### src/pmnbd_pkg.sv
// ----------------------------------------------------------------------------
// pmnbd_pkg
// Types, constants and helpers for the parity-marked nine-bit deframer.
// ----------------------------------------------------------------------------
package pmnbd_pkg;

    localparam logic [7:0] MARK_HEAD = 8'hFF;
    localparam logic [7:0] MARK_TAIL = 8'h00;

    typedef enum logic [1:0] {
        MS_IDLE = 2'd0,
        MS_FF   = 2'd1,
        MS_FF00 = 2'd2
    } t_mark_state;

    typedef struct packed {
        logic [7:0] rx_byte;
        logic       buffer_end;
    } t_in_item;

    typedef struct packed {
        logic [7:0] letter;
        logic       parity_error;
        logic       ninth_bit;
        logic       run_last;
        logic       frame_end;
    } t_out_item;

    function automatic t_out_item make_item(input logic [7:0] letter,
                                            input logic       err,
                                            input logic       last,
                                            input logic       fend,
                                            input logic       odd_mode);
        t_out_item it;
        it.letter       = letter;
        it.parity_error = err;
        it.ninth_bit    = (odd_mode == (~^letter)) ^ err;
        it.run_last     = last;
        it.frame_end    = fend;
        return it;
    endfunction

endpackage

### src/parity_marked_nine_bit_deframer.sv
// ----------------------------------------------------------------------------
// parity_marked_nine_bit_deframer
// Strips 0xFF 0x00 parity-error marks from a received byte stream and
// recovers data byte, error flag and ninth bit for each data byte.
// ----------------------------------------------------------------------------
// The block takes one received byte per cycle when not stalled. A byte passes
// an input register and one step of the mark decoder, whose results go into a
// two-entry result buffer. A byte that only extends a mark gives no result, a
// byte that breaks a pending mark gives two (one if it starts a new mark), and the
// output port delivers one result per cycle while not stalled, so the input
// stalls only while the result buffer cannot take what the decoder produces.
// The parity mode register may be written at any time the block is idle.
module parity_marked_nine_bit_deframer
    import pmnbd_pkg::*;
(
    input  logic      i_clk,
    input  logic      i_rst_n,
    input  logic      i_cfg_valid,
    output logic      o_cfg_ready,
    input  logic      i_cfg_data,
    input  logic      i_in_valid,
    output logic      o_in_stall,
    input  t_in_item  i_in,
    output logic      o_out_valid,
    input  logic      i_out_stall,
    output t_out_item o_out
);

    logic        r_odd_mode;
    logic        r_in_valid;
    t_in_item    r_in;
    t_mark_state r_state;
    t_mark_state n_state;
    logic [1:0]  r_cnt;
    logic [1:0]  n_cnt;
    t_out_item   r_slot0;
    t_out_item   r_slot1;
    t_out_item   n_slot0;
    t_out_item   n_slot1;

    t_out_item   res0;
    t_out_item   res1;
    logic [1:0]  res_n;
    logic        pop;
    logic        proc;
    logic [1:0]  free;
    logic [1:0]  base_cnt;
    logic        in_acc;

    assign o_cfg_ready = 1'b1;
    assign pop         = (r_cnt != 2'd0) && !i_out_stall;
    assign free        = 2'd2 - r_cnt + {1'b0, pop};
    assign base_cnt    = r_cnt - {1'b0, pop};
    assign proc        = r_in_valid && (res_n <= free);
    assign o_in_stall  = r_in_valid && !proc;
    assign in_acc      = i_in_valid && !o_in_stall;
    assign o_out_valid = (r_cnt != 2'd0);
    assign o_out       = r_slot0;

    always_comb begin
        n_state = r_state;
        res0    = '0;
        res1    = '0;
        res_n   = 2'd0;
        case (r_state)
            MS_FF00: begin
                res0    = make_item(r_in.rx_byte, 1'b1, 1'b1, r_in.buffer_end, r_odd_mode);
                res_n   = 2'd1;
                n_state = MS_IDLE;
            end
            MS_FF: begin
                if (r_in.rx_byte == MARK_TAIL && !r_in.buffer_end) begin
                    n_state = MS_FF00;
                end else if (r_in.rx_byte == MARK_HEAD && !r_in.buffer_end) begin
                    res0    = make_item(MARK_HEAD, 1'b0, 1'b1, 1'b0, r_odd_mode);
                    res_n   = 2'd1;
                    n_state = MS_FF;
                end else begin
                    res0    = make_item(MARK_HEAD, 1'b0, 1'b0, 1'b0, r_odd_mode);
                    res1    = make_item(r_in.rx_byte, 1'b0, 1'b1, r_in.buffer_end,
                                        r_odd_mode);
                    res_n   = 2'd2;
                    n_state = MS_IDLE;
                end
            end
            default: begin
                if (r_in.rx_byte == MARK_HEAD && !r_in.buffer_end) begin
                    n_state = MS_FF;
                end else begin
                    res0    = make_item(r_in.rx_byte, 1'b0, 1'b1, r_in.buffer_end,
                                        r_odd_mode);
                    res_n   = 2'd1;
                    n_state = MS_IDLE;
                end
            end
        endcase
    end

    always_comb begin
        n_slot0 = pop ? r_slot1 : r_slot0;
        n_slot1 = r_slot1;
        n_cnt   = base_cnt;
        if (proc) begin
            n_cnt = base_cnt + res_n;
            case (base_cnt)
                2'd0: begin
                    n_slot0 = res0;
                    n_slot1 = res1;
                end
                2'd1: begin
                    n_slot1 = res0;
                end
                default: begin
                end
            endcase
        end
    end

    always_ff @(posedge i_clk) begin
        if (!i_rst_n) begin
            r_state <= MS_IDLE;
        end else if (proc) begin
            r_state <= n_state;
        end
    end

    always_ff @(posedge i_clk) begin
        if (!i_rst_n) begin
            r_odd_mode <= 1'b0;
            r_in_valid <= 1'b0;
            r_cnt      <= 2'd0;
        end else begin
            if (i_cfg_valid && o_cfg_ready) begin
                r_odd_mode <= i_cfg_data;
            end
            if (in_acc) begin
                r_in_valid <= 1'b1;
            end else if (proc) begin
                r_in_valid <= 1'b0;
            end
            r_cnt <= n_cnt;
        end
    end

    always_ff @(posedge i_clk) begin
        if (in_acc) begin
            r_in <= i_in;
        end
        r_slot0 <= n_slot0;
        r_slot1 <= n_slot1;
    end

    a_cnt_bound: assert property (@(posedge i_clk) disable iff (!i_rst_n)
        r_cnt != 2'd3)
        else $error("result buffer count out of range");

    a_end_idle: assert property (@(posedge i_clk) disable iff (!i_rst_n)
        proc && r_in.buffer_end |=> r_state == MS_IDLE)
        else $error("state not idle after buffer end");

    a_end_result: assert property (@(posedge i_clk) disable iff (!i_rst_n)
        proc && r_in.buffer_end |-> res_n != 2'd0)
        else $error("buffer end item gave no result");

    a_fend_last: assert property (@(posedge i_clk) disable iff (!i_rst_n)
        o_out_valid && o_out.frame_end |-> o_out.run_last)
        else $error("frame end on a result that is not the last of its item");

    a_silent_pending: assert property (@(posedge i_clk) disable iff (!i_rst_n)
        proc && res_n == 2'd0 |=> r_state != MS_IDLE)
        else $error("silent item left state idle");

endmodule
### config.mk
export PLATFORM = sky130hd
export DESIGN_NAME = parity_marked_nine_bit_deframer
export DESIGN_NICKNAME = d
export VERILOG_FILES = /design/src/pmnbd_pkg.sv /design/src/parity_marked_nine_bit_deframer.sv
export SDC_FILE = /design/constraint.sdc
export NUM_CORES = 1
export LEC_CHECK = 0
export ABC_AREA = 1
export BUFFER_PORTS_ARGS = -buffer_cell sky130_fd_sc_hd__clkbuf_2
export CORE_MARGIN = 1.5
export CORE_UTILIZATION = 52
export DETAILED_ROUTE_END_ITERATION = 6
export GPL_TIMING_DRIVEN = 0
export PLACE_DENSITY = 0.85
export REMOVE_ABC_BUFFERS = 1
export SYNTH_ARGS = -nofsm -noshare
export SYNTH_HDL_FRONTEND = slang
export SYNTH_SLANG_ARGS = --single-unit
### constraint.sdc
create_clock -name i_clk -period 3.1 [get_ports i_clk]
set_input_delay 0.155 -clock i_clk [delete_from_list [all_inputs] [get_ports i_clk]]
set_output_delay 0.155 -clock i_clk [all_outputs]
set_load 0.005 [all_outputs]
# After elaboration in Yosys (flattened, before gate mapping)
# Cells that the tools add are included.
# word_totals
ramBits	0
wordCells	64
register_bits	39
latch_bits	0
romBits	0
memories	0
# op_classes
mux	20
n_addsub	4
n_reduce_logical	17
n_bitwise	1
n_eq_ne	5
n_div	0
n_mul	0
shifts	0
n_lt_le_gt_ge	1
# ops
operator	count
$mux W12	7
$pmux W12 S2	2
$mux W2	5
$eq A8 B8 Y1 const B	1
$logic_not A8 Y1	1
$pmux W2 S2	2
$reduce_xnor A8 Y1	1
$logic_and A1 B1 Y1	6
$reduce_bool A2 Y1	3
$eq A2 B1 Y1 const B	2
$logic_not A1 Y1	4
$mux W1	4
$add A2 B1 Y2	1
$add A2 B2 Y2	1
$eq A2 B2 Y1 const B	1
$le A2 B2 Y1	1
$logic_not A2 Y1	1
$reduce_and A2 Y1	1
$sub A2 B1 Y2	1
$sub A2 B2 Y2 const A	1
$eq A1 B1 Y1	1
$not A1 Y1	1

# Depth between registers and ports, before layout
# Gate-level depths: netlist (run 1).
# logic_depth
word_depth	12
depth_mapped	17
depth_no_buf	17

# Worst setup path after synthesis (run 1)
# Ideal clock, no wire load.
# synth_path
kind	register to register
start	register r_cnt[1]
end	register r_slot0 (netlist bit o_out[11])
setup_slack_ns	0.341
setup_ns	0.123
path_stages_with_launch	16
t_arrival_ns	2.636
path_buffers	2
t_required_ns	2.977
path_cell_list	dfxtp_1 or2_1 nand2_2 inv_2 buf_2 ha_1 inv_1 ha_1 nand2_1 o21ai_2 nand2_1 nor2_2 nand2_2 buf_6 nand2_1 o21ai_0
# synth_lines
element	line	source
start: declaration	parity_marked_nine_bit_deframer.sv:34	logic [1:0] r_cnt;
start signal: assignment	parity_marked_nine_bit_deframer.sv:141	r_cnt <= n_cnt;
end signal: assignment	parity_marked_nine_bit_deframer.sv:149	r_slot0 <= n_slot0;
end: declaration	parity_marked_nine_bit_deframer.sv:36	t_out_item r_slot0;

==> flow_metrics.py, run 1 <==
metrics = {
    "drt": {
        "vias_per_cell": 5.154,
        "vias": 1742,
        "drt-wirelength-per-cell_um": 11.49,
        "post-route-drc-count": 0,
        "drt_iter0_markers": 64,
        "wl_um": 3882,
        "first_pass_iters": 4,
        "antenna_left": 0,
    },
    "grt": {
        "grt_pass1_vias": 1498,
        "antenna_found_initial": 0,
        "overflow": 0,
        "track_usage_pct": 19.59,
        "grt_max_degree": 25,
        "grt_pass1_wl_um": 6437,
    },
    "synth": {
        "ys_seq_area_share_pct": 46.13,
        "ys_ff_latch": 39,
        "ys_types": 30,
        "post_synth.cell_area_avg_um2": 8.327,
        "synthesis.area_um2": 2148,
        "ys.warnings.count": 0,
        "synthCells": 258,
    },
    "setup_path": {
        "ff2ff_setup_slack_ps": 350,
        "endpoint_kind": "flip-flop",
        "worstSetupPathType": "reg -> reg",
        "timing.rr.start": "r_in[8]",
        "regToRegEndpoint": "o_out[2]",
        "path_cells": "inv_1 -> ha_1 -> nand2_1 -> nor2_1 -> a21oi_2 -> nand2_1 -> nand2_1 -> nand2_1 -> ha_1 -> nand2_1 -> o21ai_2 -> nand2_1 -> nor2_4 -> nand2_4 -> nand3_1 -> a21boi_0",
        "cp-start-kind": "flip-flop",
        "slowest_stage": "edfxtp_1",
        "crit_path_max_incr_delay_ps": 380,
        "cp_max_fo": 24,
        "cp.arrival_ps": 2970,
        "cp.required_ps": 3320,
        "path_common_cell": "nand2_1",
        "r2r.worst_path.cells": 16,
    },
    "sta": {
        "slew_viol_final": 0,
        "final-hold-violation-count": 0,
        "skew_ps": 9.061,
        "fmax_mhz": 364.1,
        "fin_crit_sh_pct": 88.60,
        "tns_ps": 0,
        "finalCriticalPeriod_ps": 2747,
        "finalSetupViolCount": 0,
        "holdWs_ps": 32.05,
        "rsz0062_at_grt": "false",
    },
    "final_layout": {
        "diodes": 0,
        "post-route-util_pct": 61.22,
        "drive_gt1_share_pct": 19.44,
        "fin_nets": 317,
        "multiInputGateArea_um2": 991.0,
        "fill_cells": 339,
        "regArea_um2": 991.0,
        "fin_cells": 338,
        "syn2layout_area_growth_pct": 13.16,
    },
    "die": {
        "rows": 23,
        "io_pins": 30,
        "initial_core_util_pct": 54.10,
        "dieHeight_um": 67.28,
        "die-area_um2": 4526,
        "die_w_um": 67.28,
        "core-area_um2": 3971,
    },
    "pwr": {
        "p_int_w": 0.001385,
        "clkPwrFrac_pct": 15.9,
        "pwr-share-comb_pct": 49.3,
        "p_sw_w": 0.0009952,
        "power.total_w": 0.002380,
        "swShare_pct": 41.82,
        "p_seq_share_pct": 34.8,
        "vdd_ir_drop_max_mv": 0.4918,
        "p_leak_nw": 1.190,
        "powerDensity_nw_per_um2": 979.0,
    },
    "clock_tree": {
        "clk_path_buf_depth": 2,
        "clock_sinks": 39,
        "cts-root-buf": "clkbuf_8",
        "cts_made_buffers": 5,
        "ctsHtreeMaxLevel": 2,
        "clkTransAtPathRegs_ps": 70,
        "cts_tree": "yes",
        "hold_buffers": 0,
        "clock_latency_ps": 300,
    },
    "hold_path": {
        "hold-path-endpoint": "r_in[8]",
        "min_delay_path_depth": 1,
        "hp-start": "i_in[8]",
        "hp-class": "in -> reg",
    },
    "flow_run": {
        "drv_cap": 0,
    },
    "place": {
        "numPortBuffers": 28,
        "dp.final_hpwl_um": 2825,
        "gp_congestion": 0.9290,
        "dp.cells": 329,
    },
    "status": {
        "outcome": "finished, final reports clean",
    },
}
[critical path: cells and delay by family (launching register included)]
kind                     cells  cell delay [ps]
AND/OR/NAND/NOR             10             1180
buffers and inverters        1              100
AO/OA/AOI/OAI                3              490
flip-flops                   1              380
adder cells (fa/ha/maj)      2              520
[logic make-up after synthesis]
| logic type | synth area share (%) |
|---|---|
| DFF | 46.13 |
| and+or+nand+nor | 20.50 |
| xor gates and xnor gates | 1.573 |
| buffers and inverters | 8.561 |
| AOI/OAI and AO/OA | 14.33 |
| adders and majority gates | 8.736 |
| other | 0.1746 |
[registers in the layout (all words and copies together), names as in the netlist]
| signal | flops |
|---|---|
| o_out | 12 |
| r_state | 2 |
| r_odd_mode | 1 |
| r_slot1 | 12 |
| r_in | 9 |
| r_cnt | 2 |
| r_in_valid | 1 |
[power by group through the flow]
stage	sequential, W	combinational (W)	clock [W]
2_1_floorplan	0.000839	0.000838	0
3_3_place_gp	0.000834	0.00107	0
3_5_place_dp	0.000842	0.00112	0
4_1_cts	0.000829	0.00116	0.000393
5_1_grt	0.000846	0.00135	0.000411
6_report	0.000828	0.00117	0.000379
[per-stage QoR]
step	worst slack [ps]	area, µm²
floorplan	175.7	2100
global placement	-274.6	2302
detailed placement	-404.1	2302
CTS	266.9	2424
global route	42.16	2431
finish	353.3	2431
[cell type report]
class / count / share of cell area [%]
Tap cell: 50 / 2.573
Inverter: 36 / 5.558
Sequential cell: 39 / 40.76
Clock inverter: 1 / 0.3088
Clock buffer: 7 / 3.963
Timing Repair Buffer: 29 / 6.073
Multi-Input combinational cell: 176 / 40.76
[layer usage]
layer	vias to the layer above	track usage, %	wire length (µm)
met5	-	0	0
met4	0	11.22	43
met3	2	6.167	220
met2	54	31.93	1847
met1	779	22.71	1769
li1	907	-	-
[timing repair]
| item | CTS | global route |
|---|---|---|
| setup buffers | 1 | 0 |
| setup endpoints to repair | 12 | 24 |
| pin swaps | 1 | 0 |
| resized for setup | 2 | 3 |
[synth_stat cells]
cell	instances	share of area (%)
ha_1	15	8.7
clkbuf_1	1	0.17
nor3_1	1	0.23
conb_1	1	0.17
nand3b_1	1	0.35
nor2_1	11	1.9
buf_6	2	1.0
o21ai_2	9	3.7
buf_4	1	0.35
a21oi_2	1	0.41
xor2_1	2	0.82
o21ai_1	2	0.47
inv_2	1	0.17
dfxtp_1	18	17
inv_1	35	6.1
a21boi_0	1	0.35
nand3_2	2	0.93
nand2_2	2	0.58
a31oi_1	2	0.58
nor2_2	1	0.29
a21oi_1	4	0.93
xnor2_2	1	0.76
nand3_1	6	1.4
o21ai_0	24	5.6
edfxtp_1	21	29
nand2_1	78	14
nand4_1	3	0.87
buf_2	3	0.70
or2_1	1	0.29
o22ai_1	8	2.3
[how the worst max path moves through the flow]
stage / end / from / slack [ps] / cells after the start
after detailed placement: o_out[3] / r_cnt[1] / -400 / 13
after global routing: o_out[2] / r_state[0] / 40 / 13
after floorplan: o_out[2] / r_cnt[1] / 180 / 13
after global placement: o_out[2] / r_cnt[1] / -270 / 13
after CTS: o_out[2] / r_cnt[1] / 270 / 13
final: o_out[2] / r_in[8] / 350 / 16
[layout by cell type (no fill, tap or decap), types with 3 or more instances in the layout]
cell type / count
nand2_1: 78
inv_1: 34
clkbuf_2: 28
o21ai_0: 24
edfxtp_1: 21
dfxtp_1: 18
ha_1: 15
nor2_1: 10
o21ai_2: 9
o22ai_1: 8
clkbuf_8: 7
nand3_1: 6
a21oi_1: 4
nand4_1: 3
Note: power is estimated with default switching activity, not from simulation.
==> run 2: changes to the inputs <==
- ABC_AREA: 1 -> default
==> run 2 against run 1 <==
Final cell count shrank 12%; via count shrank 6.5%; final area grew 1.6%; total power shrank 9.0%; die area grew 0.73%; sequential share of layout area shrank 0.64 points; global-route usage grew 0.12 points; area after synthesis grew 0.76%.
==> flow_metrics.py, run 2 <==
metrics = {
    "synth": {
        "ys_seq_area_share_pct": 45.78,
        "synthTopCellsByArea": "edfxtp_1, dfxtp_1, ha_1",
        "muxShareOfSynthArea_pct": 7.514,
        "synth_top_family_by_area": "simple AND/OR/NAND/NOR gates",
        "synthCells": 220,
        "synth_xor_area_share_pct": 2.832,
        "synthFlopType": "edfxtp_1",
        "synth_commonest_cells": "nand2_1, edfxtp_1, dfxtp_1",
        "synth_compound_area_share_pct": 13.47,
        "synth_most_common_cell": "nand2_1",
        "ys.warnings.count": 0,
        "ys_ff_latch": 39,
        "synth.largest_area_cell": "edfxtp_1",
        "synth_top_area_share_pct": 29.13,
        "synth-simple-area-share_pct": 15.72,
        "async_flop_share_pct": 0,
        "synthesis.area_um2": 2165,
        "post_synth.cell_area_avg_um2": 9.839,
        "synth_edf_count": 21,
        "ys_types": 43,
        "synth_fa_ha_area_share_pct": 8.671,
    },
    "place": {
        "gp_congestion": 0.8284,
        "dp.final_hpwl_um": 2696,
        "numPortBuffers": 28,
        "postPlaceCellArea_um2": 2301,
    },
    "sta": {
        "skew_ps": 5.879,
        "finalSetupViolCount": 0,
        "slew_viol_final": 0,
        "tightest_slew_ps": 628.6,
        "finalCriticalPeriod_ps": 2924,
        "rsz0062_at_grt": "false",
        "final-hold-violation-count": 0,
        "tns_ps": 0,
        "fmax_mhz": 342.0,
        "relSlewSlack_pct": 57.79,
        "fin_crit_sh_pct": 94.31,
    },
    "drt": {
        "vias_per_cell": 5.448,
        "first_pass_iters": 5,
        "vias": 1629,
        "antenna_left": 0,
        "drt-wirelength-per-cell_um": 13.55,
        "drt_iter0_markers": 107,
        "post-route-drc-count": 0,
        "wl_um": 4052,
    },
    "grt": {
        "grt-busiest-layer": "met2",
        "antenna_found_initial": 0,
        "met1_usage_pct": 25.77,
        "met3_usage_pct": 4.000,
        "track_usage_pct": 19.71,
        "grt_pass1_vias": 1465,
        "grt_pass1_wl_um": 6686,
        "grt_use_met2_pct": 30.27,
        "grt_max_degree": 22,
        "overflow": 0,
    },
    "setup_path": {
        "path_cells": "ha_1 -> nand4_1 -> or2_1 -> nor2b_4 -> ha_1 -> nor2b_1 -> o21ai_2 -> nand2_2 -> nand3_1 -> or4b_1",
        "cp.required_ps": 3270,
        "worstSetupPathType": "reg -> reg",
        "path_common_cell": "ha_1",
        "cp_max_fo": 10,
        "slowest_stage": "edfxtp_1",
        "crit_path_max_incr_delay_ps": 490,
        "cp.arrival_ps": 3100,
        "cp-start-kind": "flip-flop",
        "endpoint_kind": "flip-flop",
    },
    "clock_tree": {
        "ctsHtreeMaxLevel": 2,
        "clk_path_buf_depth": 2,
        "clkTransAtPathRegs_ps": 80,
        "clock_sinks": 39,
        "cts_made_buffers": 5,
        "cts_tree": "yes",
        "cts-root-buf": "clkbuf_8",
        "clock_latency_ps": 290,
        "hold_buffers": 0,
    },
    "die": {
        "initial_core_util_pct": 54.11,
        "io_pins": 30,
        "core-area_um2": 4000,
        "die-area_um2": 4559,
        "dieHeight_um": 67.52,
        "die_w_um": 67.52,
        "rows": 23,
    },
    "final_layout": {
        "final_common_cell": "nand2_1",
        "fill_cells": 325,
        "syn2layout_area_growth_pct": 14.10,
        "post-route-util_pct": 61.75,
        "fin_nets": 278,
        "fin_area_um2": 2470,
        "drive_gt1_share_pct": 24.90,
        "mostFrequentLayoutCells": "nand2_1, clkbuf_2, edfxtp_1",
        "diodes": 0,
    },
    "pwr": {
        "p_leak_nw": 1.061,
        "powerDensity_nw_per_um2": 876.6,
        "power.total_w": 0.002165,
        "vdd_ir_drop_max_mv": 0.4628,
    },
    "status": {
        "outcome": "finished, final reports clean",
    },
    "flow_run": {
        "drv_cap": 0,
    },
    "hold_path": {
        "hp-class": "in -> reg",
    },
}
==> run 2: cell count changes after synthesis, moves of 5 or more <==
cell,change
o21ai_2,-9
o21ai_0,-11
a31oi_1,+6
inv_1,-19
nor2_1,-6
nand2_1,-43
mux2i_1,+5
mux2_2,+10
==> run 2: cell type report <==
cell class | count | area (µm²) | area share, %
tap | 50 | 62.56 | 2.533
clock buffer | 5 | 68.82 | 2.786
inverter | 16 | 60.06 | 2.432
multi-input combinational | 154 | 1085 | 43.92
timing repair buffer | 32 | 182.7 | 7.396
sequential | 39 | 991.0 | 40.12
clock inverter | 3 | 20.02 | 0.8105
==> run 2: stage by stage <==
step	instances	hold slack [ps]	worst slack, ps
finish	299	31.36	176.3
global route	299	28.76	6.723
CTS	298	27.99	13.13
detailed placement	286	333.6	-619.1
global placement	286	333.8	-545.4
floorplan	208	253.9	74.91
==> run 2: worst paths after layout <==
check	from	to	slack (ps)	cells after the start
setup / recovery	r_in[3]	r_cnt[1]	180	10
hold / removal	i_in[5]	r_in[5]	30	1
setup reg to reg	r_in[3]	r_cnt[1]	180	10
hold reg to reg	o_out[1]	o_out[1]	480	2
==> run 2: cells by family (layout without fill, tap and decap cells) <==
| logic type | after synthesis | in the layout |
|---|---|---|
| AO/OA/AOI/OAI | 47 | 47 |
| XOR/XNOR | 7 | 7 |
| adder cells (fa/ha/maj) | 15 | 15 |
| buffers and inverters | 28 | 56 |
| flip-flops | 39 | 39 |
| multiplexers | 15 | 15 |
| other | 1 | 1 |
| AND/OR/NAND/NOR | 68 | 69 |
==> run 2: critical path, delay by kind of cell (launching register included) <==
kind	cells	cell delay (ps)
flops	1	490
compound gates	1	240
fa+ha+maj	2	500
simple gates	7	1560
==> run 2: layer usage <==
| layer | wire [µm] | up-vias |
|---|---|---|
| met4 | 86 | 0 |
| met5 | 0 | - |
| met2 | 1869 | 51 |
| met3 | 245 | 9 |
| met1 | 1850 | 739 |
| li1 | - | 830 |
==> run 2: power by group <==
part           switching, W  internal [W]  leakage (nW)
sequential        0.0000808      0.000744         0.351
clock              0.000183      0.000156        0.0402
combinational      0.000547      0.000454         0.670
==> run 2: what timing repair did <==
item	CTS	global route
resized for setup	5	4
endpoints found under the setup margin	35	47
setup buffers	3	1
cloned	1	0
pin swaps	2	1
